[config.mk]
export PLATFORM = sky130hd
export DESIGN_NAME = header_footer_frame_extractor
export DESIGN_NICKNAME = d
export VERILOG_FILES = /design/src/design/hffe_pkg.sv /design/src/design/hffe_ram.sv /design/src/design/hffe_ctrl.sv /design/src/design/header_footer_frame_extractor.sv
export SDC_FILE = /design/constraint.sdc
export NUM_CORES = 1
export LEC_CHECK = 0
export BUFFER_PORTS_ARGS = -buffer_cell sky130_fd_sc_hd__buf_4
export CAP_MARGIN = 20
export CORE_MARGIN = 2
export CORE_UTILIZATION = 50
export DETAILED_ROUTE_END_ITERATION = 6
export PLACE_DENSITY = 0.68
export SYNTH_ARGS = -nofsm -noshare
export SYNTH_HDL_FRONTEND = slang
export SYNTH_SLANG_ARGS = --single-unit
[constraint.sdc]
create_clock -name clk -period 2.6 [get_ports clk]
set_clock_uncertainty 0.1 [all_clocks]
set_input_delay 0.26 -clock clk [delete_from_list [all_inputs] [get_ports clk]]
set_output_delay 0.26 -clock clk [all_outputs]
set_load 0.01 [all_outputs]
[src/design/hffe_pkg.sv]
// hffe_pkg: shared constants and types of the header/footer frame extractor
// no dependencies; imported by hffe_ctrl and header_footer_frame_extractor

package hffe_pkg;

	localparam int FRAME_BYTES = 64;
	localparam int ADDR_W      = $clog2(FRAME_BYTES);
	localparam int BYTE_W      = 8;
	localparam int LEN_W       = 6;
	localparam int IDX_W       = 8;
	localparam int OUT_DATA_W  = 16;

	// fill count at which the next input byte drops the frame
	localparam logic [ADDR_W-1:0] FILL_MAX = ADDR_W'(FRAME_BYTES - 1);

	localparam logic [IDX_W-1:0] REG_HEADER  = IDX_W'(0);
	localparam logic [IDX_W-1:0] REG_FOOT_1  = IDX_W'(1);
	localparam logic [IDX_W-1:0] REG_FOOT_2  = IDX_W'(2);
	localparam logic [IDX_W-1:0] REG_FOOT_3  = IDX_W'(3);

	localparam logic [BYTE_W-1:0] HEADER_RST = 8'hAA;
	localparam logic [BYTE_W-1:0] FOOT_1_RST = 8'h55;
	localparam logic [BYTE_W-1:0] FOOT_2_RST = 8'h0D;
	localparam logic [BYTE_W-1:0] FOOT_3_RST = 8'h0A;

	typedef struct packed {
		logic [BYTE_W-1:0] header_byte;
		logic [BYTE_W-1:0] footer_first;
		logic [BYTE_W-1:0] footer_second;
		logic [BYTE_W-1:0] footer_third;
	} cfg_t;

	typedef struct packed {
		logic              we;
		logic [ADDR_W-1:0] waddr;
		logic [BYTE_W-1:0] wdata;
		logic              re;
		logic [ADDR_W-1:0] raddr;
	} ram_req_t;

endpackage

[src/design/hffe_ram.sv]
// hffe_ram: generic single write, single read synchronous ram
// read data is registered; no package dependency

module hffe_ram #(
	parameter int DEPTH = 64,
	parameter int WIDTH = 8,
	parameter int AW    = $clog2(DEPTH)
) (
	input  logic             clk,
	input  logic             we,
	input  logic [AW-1:0]    waddr,
	input  logic [WIDTH-1:0] wdata,
	input  logic             re,
	input  logic [AW-1:0]    raddr,
	output logic [WIDTH-1:0] rdata
);

	logic [WIDTH-1:0] mem [DEPTH];
	logic [WIDTH-1:0] rdata_q;

	always_ff @(posedge clk) begin
		if (we) begin
			mem[waddr] <= wdata;
		end
		if (re) begin
			rdata_q <= mem[raddr];
		end
	end

	assign rdata = rdata_q;

endmodule

[src/design/hffe_ctrl.sv]
// hffe_ctrl: byte parser and frame readout sequencer
// depends on hffe_pkg; drives the frame store through a ram_req_t

module hffe_ctrl (
	input  logic                     clk,
	input  logic                     arst_n,
	input  hffe_pkg::cfg_t           cfg,
	input  logic                     in_valid,
	output logic                     in_ready,
	input  logic [hffe_pkg::BYTE_W-1:0] in_byte,
	output logic                     out_valid,
	input  logic                     out_ready,
	output logic [hffe_pkg::BYTE_W-1:0] out_byte,
	output logic                     out_last,
	output logic [hffe_pkg::LEN_W-1:0]  out_len,
	output hffe_pkg::ram_req_t       ram_req,
	input  logic [hffe_pkg::BYTE_W-1:0] ram_rdata
);

	import hffe_pkg::*;

	typedef enum logic [1:0] {
		PH_WAIT_HEADER,
		PH_IN_DATA,
		PH_FOOTER_ONE,
		PH_FOOTER_TWO
	} phase_t;

	typedef enum logic [1:0] {
		ST_PARSE,
		ST_READ,
		ST_DATA
	} state_t;

	state_t            st_q;
	phase_t            phase_q;
	logic [ADDR_W-1:0] fill_q;
	logic [ADDR_W-1:0] rd_q;
	logic [ADDR_W-1:0] last_q;
	logic              out_valid_q;
	logic [BYTE_W-1:0] out_byte_q;
	logic              out_last_q;
	logic [LEN_W-1:0]  out_len_q;

	logic in_fire;
	logic out_free;
	logic full;

	assign in_ready = (st_q == ST_PARSE);
	assign in_fire  = in_valid && in_ready;
	assign out_free = !out_valid_q || out_ready;
	assign full     = (fill_q == FILL_MAX);

	// writes happen only while parsing and reads only during readout,
	// so the store never sees a read and a write to the same entry at once
	always_comb begin
		ram_req.we    = 1'b0;
		ram_req.waddr = fill_q;
		ram_req.wdata = in_byte;
		ram_req.re    = (st_q == ST_READ);
		ram_req.raddr = rd_q;
		if (in_fire) begin
			if (phase_q == PH_WAIT_HEADER) begin
				ram_req.we    = (in_byte == cfg.header_byte);
				ram_req.waddr = '0;
			end else begin
				ram_req.we = !full;
			end
		end
	end

	always_ff @(posedge clk or negedge arst_n) begin
		if (!arst_n) begin
			st_q        <= ST_PARSE;
			phase_q     <= PH_WAIT_HEADER;
			fill_q      <= '0;
			rd_q        <= '0;
			last_q      <= '0;
			out_valid_q <= 1'b0;
			out_byte_q  <= '0;
			out_last_q  <= 1'b0;
			out_len_q   <= '0;
		end else begin
			// in ST_DATA the output register is reloaded whenever it is free
			if (out_valid_q && out_ready && st_q != ST_DATA) begin
				out_valid_q <= 1'b0;
			end
			case (st_q)
				ST_PARSE: begin
					if (in_fire) begin
						if (phase_q == PH_WAIT_HEADER) begin
							if (in_byte == cfg.header_byte) begin
								fill_q  <= ADDR_W'(1);
								phase_q <= PH_IN_DATA;
							end
						end else if (full) begin
							// store full: drop the frame and the byte
							fill_q  <= '0;
							phase_q <= PH_WAIT_HEADER;
						end else begin
							case (phase_q)
								PH_IN_DATA: begin
									fill_q <= fill_q + ADDR_W'(1);
									if (in_byte == cfg.footer_first) begin
										phase_q <= PH_FOOTER_ONE;
									end
								end
								PH_FOOTER_ONE: begin
									fill_q  <= fill_q + ADDR_W'(1);
									phase_q <= (in_byte == cfg.footer_second) ?
										PH_FOOTER_TWO : PH_IN_DATA;
								end
								PH_FOOTER_TWO: begin
									if (in_byte == cfg.footer_third) begin
										// frame complete, start readout
										phase_q <= PH_WAIT_HEADER;
										fill_q  <= '0;
										last_q  <= fill_q;
										rd_q    <= '0;
										st_q    <= ST_READ;
									end else begin
										fill_q  <= fill_q + ADDR_W'(1);
										phase_q <= PH_IN_DATA;
									end
								end
								default: begin
									fill_q  <= '0;
									phase_q <= PH_WAIT_HEADER;
								end
							endcase
						end
					end
				end
				ST_READ: begin
					st_q <= ST_DATA;
				end
				ST_DATA: begin
					if (out_free) begin
						out_valid_q <= 1'b1;
						out_byte_q  <= ram_rdata;
						out_last_q  <= (rd_q == last_q);
						out_len_q   <= LEN_W'(last_q + ADDR_W'(1));
						if (rd_q == last_q) begin
							st_q <= ST_PARSE;
						end else begin
							rd_q <= rd_q + ADDR_W'(1);
							st_q <= ST_READ;
						end
					end
				end
				default: begin
					st_q <= ST_PARSE;
				end
			endcase
		end
	end

	assign out_valid = out_valid_q;
	assign out_byte  = out_byte_q;
	assign out_last  = out_last_q;
	assign out_len   = out_len_q;

endmodule

[src/design/header_footer_frame_extractor.sv]
// header_footer_frame_extractor: byte stream deframer, top level
// Bytes enter on the s_ channel one transaction each. A byte equal to the
// header register opens a frame; following bytes go into a 64-entry frame
// store until the three footer bytes arrive in a row. The completed frame,
// header and footer included, leaves on the m_ channel one byte per
// transaction, tlast on its final byte and its length in every item.
// Input bytes are accepted back to back while parsing. Once the third footer
// byte is accepted, s_tready drops and the frame is read back out of the
// store byte by byte: a store read (ST_READ), then a load into the output
// register (ST_DATA). The input resumes once the final byte is loaded. A
// stalled receiver holds the readout; the last output byte may still wait
// while new input bytes are taken. A frame that would exceed 63 bytes is
// dropped without output. Reset returns the parser to header search and
// loads the default header and footer values; the store needs no clearing.
// Register writes on the cfg_ channel are always accepted; cfg_ready is tied high.
// depends on hffe_pkg, hffe_ctrl, hffe_ram

module header_footer_frame_extractor (
	input  logic                              clk,
	input  logic                              arst_n,
	input  logic                              s_tvalid,
	output logic                              s_tready,
	input  logic [7:0]                        s_tdata,  // rx_byte
	output logic                              m_tvalid,
	input  logic                              m_tready,
	output logic [hffe_pkg::OUT_DATA_W-1:0]   m_tdata,  // frame_byte, frame_length, zero pad
	output logic                              m_tlast,  // last_byte
	input  logic                              cfg_valid,
	output logic                              cfg_ready,
	input  logic [hffe_pkg::IDX_W-1:0]        cfg_index,
	input  logic [hffe_pkg::BYTE_W-1:0]       cfg_data
);

	import hffe_pkg::*;

	cfg_t              cfg_q;
	ram_req_t          ram_req;
	logic [BYTE_W-1:0] ram_rdata;
	logic [BYTE_W-1:0] out_byte;
	logic [LEN_W-1:0]  out_len;

	assign cfg_ready = 1'b1;

	always_ff @(posedge clk or negedge arst_n) begin
		if (!arst_n) begin
			cfg_q.header_byte   <= HEADER_RST;
			cfg_q.footer_first  <= FOOT_1_RST;
			cfg_q.footer_second <= FOOT_2_RST;
			cfg_q.footer_third  <= FOOT_3_RST;
		end else if (cfg_valid && cfg_ready) begin
			case (cfg_index)
				REG_HEADER: cfg_q.header_byte   <= cfg_data;
				REG_FOOT_1: cfg_q.footer_first  <= cfg_data;
				REG_FOOT_2: cfg_q.footer_second <= cfg_data;
				REG_FOOT_3: cfg_q.footer_third  <= cfg_data;
				default: begin
				end
			endcase
		end
	end

	hffe_ctrl u_ctrl (
		.clk       (clk),
		.arst_n    (arst_n),
		.cfg       (cfg_q),
		.in_valid  (s_tvalid),
		.in_ready  (s_tready),
		.in_byte   (s_tdata),
		.out_valid (m_tvalid),
		.out_ready (m_tready),
		.out_byte  (out_byte),
		.out_last  (m_tlast),
		.out_len   (out_len),
		.ram_req   (ram_req),
		.ram_rdata (ram_rdata)
	);

	hffe_ram #(
		.DEPTH (FRAME_BYTES),
		.WIDTH (BYTE_W),
		.AW    (ADDR_W)
	) u_ram (
		.clk   (clk),
		.we    (ram_req.we),
		.waddr (ram_req.waddr),
		.wdata (ram_req.wdata),
		.re    (ram_req.re),
		.raddr (ram_req.raddr),
		.rdata (ram_rdata)
	);

	assign m_tdata = {(OUT_DATA_W - LEN_W - BYTE_W)'(0), out_len, out_byte};

	// store is never read and written in the same cycle
	assert property (@(posedge clk) disable iff (!arst_n)
		!(ram_req.we && ram_req.re))
		else $error("frame store read and write collide");

	// store writes only come from accepted input bytes
	assert property (@(posedge clk) disable iff (!arst_n)
		ram_req.we |-> (s_tvalid && s_tready))
		else $error("frame store written without an input transaction");

	// a read is followed by a cycle with no new read and with s_tready low
	assert property (@(posedge clk) disable iff (!arst_n)
		ram_req.re |=> !ram_req.re && !s_tready)
		else $error("frame store read data not consumed");

endmodule

**Word-level counts from Yosys, hierarchy flattened**

Memory sizes are Yosys's and may differ from the RTL's. A register that Yosys moved wholly into a read port is not among the register bits.
Index checks and enable logic that the tools add are counted.

- ROM bits: 0
- Logic and storage cells: 100
- Latch bits: 0
- Memories: 1
- Register bits: 70
- Input port bits: 29
- RAM bits: 512

Memories:

| memory | depth | width | read ports | clocked after memory_dff | wr ports | line | text |
|---|---|---|---|---|---|---|---|
| u_ram.mem | 64 | 8 | 1 | 1 | 1 | hffe_ram.sv:18 | `logic [WIDTH-1:0] mem [DEPTH];` |

- Multipliers: 0
- Order comparisons: 0
- Equal/unequal tests: 24
- Reduce and logical (&&, ||, !) cells: 21
- Div/mod/pow operators: 0
- Bitwise logic cells: 2
- Mux-type cells: 36
- Shift operators: 0
- Add/sub/neg operators: 3

Operators with widths:

| kind | number |
|---|---|
| $mux 6 | 12 |
| $eq 8x8->1 | 4 |
| $pmux 6 s2 | 2 |
| $mux 2 | 11 |
| $add 6x1->6 const B | 3 |
| $eq 8x2->1 const B | 2 |
| $ne 2x2->1 const B | 8 |
| $pmux 2 s3 | 2 |
| $reduce_and 6->1 | 2 |
| $reduce_and 2->1 | 5 |
| $eq 8x1->1 const B | 1 |
| $logic_not 8->1 | 1 |
| $mux 1 | 8 |
| $reduce_and 8->1 | 1 |
| $mux 7 | 1 |
| $eq 2x2->1 const B | 3 |
| $eq 6x6->1 | 1 |
| $eq 6x6->1 const B | 1 |
| $eq 2x1->1 const B | 2 |
| $logic_not 2->1 | 2 |
| $ne 4x1->1 const B | 1 |
| $reduce_and 4->1 | 1 |
| $logic_and 1x1->1 | 3 |
| $reduce_and 3->1 | 1 |
| other kinds (6) | 8 |

**Depth between registers and ports, before layout**

- Word-level depth: 7
- Mapped depth: 10
- Depth with buffers taken out: 7

**Hierarchy**

Synthesis repeated with hierarchy kept, for this count alone.

- Cell total of the unflattened synthesis: 1238
- Area, all modules: 23857.9 um2

By module, submodules not included:

| module | cells each | instances | sequential area each (um2) | area each (um2) |
|---|---|---|---|---|
| hffe_ram | 940 | 1 | 15615.0 | 20246.9 |
| hffe_ctrl | 221 | 1 | 950.9 | 2309.7 |
| header_footer_frame_extractor | 77 | 1 | 817.0 | 1301.2 |

**Worst setup path after synthesis**

OpenSTA, ideal clock, no wires.

- Path kind: reg-to-reg
- Start: reg u_ctrl.phase_q[0]
- End: mem u_ram.mem[62][0] (enable)
- Data required time: 2.105 ns
- Cell stages (with the launch flop): 8
- Path slack: -0.110 ns
- Data arrival time: 2.216 ns
- Library setup time: 0.395 ns
- Path through: dfrtp_1 inv_1 ha_1 clkbuf_1 nand2_1 and2_1 nand3_1 nor4_1

- Word-level cells in the longest chain between the ends: 5
- Elaborated cells on any way between the ends: 6
- Classes of those cells: mux (5); reduce/logical (1)

RTL lines:

| item | line | text |
|---|---|---|
| from (decl) | hffe_ctrl.sv:36 | `phase_t phase_q;` |
| from (signal assigned) | hffe_ctrl.sv:110 | `phase_q <= (in_byte == cfg.footer_second) ?` |
| $logic_not 2->1 * | hffe_ctrl.sv:63 | `if (phase_q == PH_WAIT_HEADER) begin` |
| $mux 1 | hffe_ctrl.sv:63 |  |
| $mux 7 * | hffe_ctrl.sv:62 | `if (in_fire) begin` |
| $mux 1 | hffe_ram.sv:22 | `if (we) begin` |
| $mux 1 (not written as such) | hffe_ram.sv:23 | `mem[waddr] <= wdata;` |
| to (decl) | hffe_ram.sv:18 |  |

Mark *: on every way between the ends. The rest lies on a longest branch, timed or not.

==> results.txt <==
----------------------------------------------------
[Final layout]
  Number of antenna cells inserted ... 0
  Area growth from synthesis to layout ... 17.49%
  Layout cell share with drive strength beyond 1 ... 29.73%
  Most common cell after layout, fill and taps aside ... edfxtp_1
  Nets ... ~1,600
  Filler instances ... between 3,000 and 4,000
  Commonest cells after routing, fill and taps aside ... edfxtp_1, buf_4, mux4_2
  Final std cell area, no fill ... roughly 0.028 mm²

[Synth]
  Netlist cell types ... 60
  Adder-Cell Fraction of Synth Area ... less than 1%
  XOR/XNOR Fraction of Synth Area ... ~1.5%
  Most frequently used flop master after synthesis ... edfxtp_1
  Proportion of synthesized chip area in sequential cells ... 73.14%
  Yosys top cell area share ... between 60% and 70%
  Dominant combinational cell family by area after synthesis ... multiplexers
  Fraction of synthesized area in multiplexers ... around 15%
  Area fraction in compound gates after synthesis ... under 10%
  Count of warnings emitted by yosys ... 0
  Combined area of all synthesized cells ... 0.02377 mm²
  Cell accounting for the most synthesized area ... edfxtp_1
  Count of state elements after synthesis ... 590
  Post-synthesis simple-gate area fraction ... under 10%
  Cell count after synthesis ... 1,308
  Share of flip-flops with an asynchronous set or reset ... about an eighth
  Main area contributors after synthesis ... edfxtp_1, mux4_2, dfrtp_1
  Count of flip-flops with a built-in enable after synthesis ... between 500 and 600
  Mean post-synth cell area ... 18.17 µm²

[Floorplan]
  Core Footprint ... 0.04675 mm²
  Initial Util ... approximately half
  Number of ports placed on the die boundary ... 49
  Die area ... slightly below 0.05 mm²
  Die extent in y ... 222.0 µm
  Number of rows created at floorplan ... 79
  Die width ... around 220 µm

[Hold path]
  Worst hold-check path type ... input port to flop
  Endpoint with the worst hold slack ... u_ram.mem[50][4]
  Startpoint of the most critical hold path ... s_tdata[4]
  Cell depth of the worst min-delay path ... 2

[Critical path]
  Crit path launch type ... flop
  Cells traversed along the worst timing path ... buf_12, mux4_2, mux2i_1, o21ai_0, nand2_1, a21oi_1
  Worst Path Class, Setup ... flop to flop
  Capturing element type of the critical path ... flop
  Worst R2R Path Depth ... 6
  Required time at the worst-slack endpoint ... about 2.8 ns
  Data arrival time of the critical path ... between 2 and 3 ns
  Slowest stage delay, CP ... between 0.5 and 0.6 ns
  Beginning of the worst register-to-register path ... u_ctrl.rd_q[0]
  Setup slack of the worst register-to-register path ... between 0.06 and 0.07 ns
  Terminus of the critical flop-to-flop path ... u_ram.rdata[6]
  Slowest library cell on the worst path ... mux4_2
  Maximum fanout along the worst path ... 44

[Power]
  VDD IR-drop max ... approximately 0.66 mV
  Pwr dens ... ~730 mW/mm²
  Total leakage power ... 9.381 nW

[Global route]
  Wire length of the first global-routing pass ... 81,790 µm
  Antenna violations before repair ... 0
  Gr ovfl total ... 0
  Number of global-route vias before repair ... 12,950
  Total global routing track utilization ... 22.39%
  Maximum number of pins on one net before global-route repair ... 68

[Timing]
  Worst Max-Slew Pin Slew ... 0.8434 ns
  Setup violators final ... 0
  Highest attainable clock frequency ... 394.9 MHz
  Final hold violations ... 0
  Max-slew violation count ... 0
  Final period util ... 97.40%
  Max-slew headroom at the worst pin ... 43.77%
  WHS ... between 0.06 and 0.07 ns
  Minimum clock period after layout ... between 2 and 3 ns

[Placement]
  Placer's final routability congestion estimate ... around 0.85
  Port Buffers ... 45
  Dpl cell area ... about 0.026 mm²
  Half-perimeter wire length after placement ... 35,140 µm

[Clock tree]
  Buffer levels on the longest clock path ... 3
  Max H-tree Level ... 2
  TritonCTS Sinks ... 590
  Worst skew pair latency ... roughly 0.61 ns
  Clock tree from TritonCTS ... done
  Clock-pin transition on the worst setup and hold timing paths ... roughly 0.06 ns
  Number of buffers created by CTS ... between 50 and 60
  Clk Tree Root Cell ... clkbuf_16

[Drt]
  Routed vias ... 12,730
  Violation count after the first detailed-routing iteration ... approximately 1,200
  Detailed Route WL ... about 54,000 µm
  Residual DRC count ... 0
  Antenna Nets Post-Route ... 0
  Length of the first detailed-routing pass in iterations ... 5
  Routed wirelength normalized by instance count ... around 25 µm
  Average vias per placed instance ... roughly 5.8

[Status]
  Status ... complete, no violations

[Run]
  Max capacitance violation total ... 0

----------------------------------------------------
==> what timing repair did <==
| action | 4_1_cts | 5_1_grt |
|---|---|---|
| hold endpoints to repair | 96 | 0 |
| setup buffers | 0 | 1 |
| hold buffers | 11 | 0 |
| endpoints found under the setup margin | 8 | 29 |
| gates resized for setup | 1 | 3 |
==> Yosys cell counts, types with 5 or more instances <==
cell type and count:
a211oi_1 8, nand4_1 7, xnor2_1 33, nand2_1 74, a211o_1 8, a221oi_1 6, mux2i_1 78, mux2_2 47
o21ai_1 6, clkbuf_1 27, o21ai_0 16, mux4_2 98, buf_2 18, a21oi_1 10, dfstp_2 13, dfrtp_1 57
nor2b_1 9, xor2_1 9, ha_1 7, inv_1 8, nand3_1 18, edfxtp_1 520, nor2_1 97, buf_6 6
a2111o_1 5, a21o_1 7, o22ai_1 26, buf_4 13, nor4_1 6, o221ai_1 8, nand2b_1 9
==> layer usage <==
layer	vias up	routed length [µm]	GRT usage [%]
met5	-	0	0
met4	0	1404	6.822
met3	92	3769	4.161
met2	435	26900	37.08
met1	6578	22090	30.48
li1	5627	-	-
==> power by group <==
part	internal [mW]	switching (mW)
clock network	4.81	3.47
logic	0.554	0.890
registers	10.5	0.114
==> flip-flops by register name, summed over array words and instances (netlist names) <==
| name | count |
|---|---|
| cfg_q | 32 |
| u_ctrl.fill_q | 6 |
| u_ctrl.last_q | 6 |
| u_ctrl.out_byte | 8 |
| u_ctrl.out_last | 1 |
| u_ctrl.out_len | 6 |
| u_ctrl.out_valid | 1 |
| u_ctrl.phase_q | 2 |
| u_ctrl.rd_q | 6 |
| u_ctrl.st_q | 2 |
| u_ram.mem | 512 |
| u_ram.rdata | 8 |
==> kinds of logic after synthesis <==
logic type                 count (synthesis)
and+or+nand+nor                          240
xor gates and xnor gates                  42
other                                      2
DFF                                      590
buffers and inverters                     73
muxes                                    223
AOI/OAI and AO/OA                        131
adders and majority gates                  7
==> worst max-delay path by stage <==
stage                                  from                to  slack [ns]  cells after the start
after floorplan            u_ctrl.fill_q[0]  u_ram.mem[60][0]        0.08                      6
after global placement       u_ctrl.st_q[1]  u_ram.mem[11][1]       -0.06                      6
after detailed placement     u_ctrl.st_q[1]  u_ram.mem[11][3]       -0.07                      6
after CTS                    u_ctrl.rd_q[0]    u_ram.rdata[6]        0.06                      7
after global routing      u_ctrl.phase_q[0]  u_ram.mem[16][6]       -0.01                      9
final                        u_ctrl.rd_q[0]    u_ram.rdata[6]        0.07                      6
==> layout make-up <==
class                   instances  area, µm²  area share [%]
clock buffers                  74       1553           5.561
clock inverters                35      327.8           1.174
inverters                       8      30.03          0.1075
multi-input cells             646       6022           21.57
flip-flops and latches        590      17390           62.28
well taps                     607      759.5           2.720
repair buffers                218       1839           6.587
==> stage by stage <==
stage / worst slack (ns) / std cells / setup TNS (ns) / power, mW / utilization (%)
floorplan: 0.08498 / 1309 / 0 / 11.48 / -
global placement: -0.06388 / 2057 / -0.5047 / 12.22 / 55.43
detailed placement: -0.06757 / 2057 / -0.5340 / 12.25 / 55.43
CTS: 0.05961 / 2177 / 0 / 20.50 / 59.69
global route: -0.009635 / 2178 / -0.06598 / 21.01 / 59.72
finish: 0.06756 / 2178 / 0 / 20.37 / 59.72
==> critical path: cells and delay by family, from the launching register on <==
family,cells,cell delay (ns)
AND/OR/NAND/NOR,1,0.10
AO/OA/AOI/OAI,2,0.22
flip-flops,1,0.47
multiplexers,2,1.01
buffers and inverters,1,0.32
No activity file was read; power rests on OpenSTA's default activity.
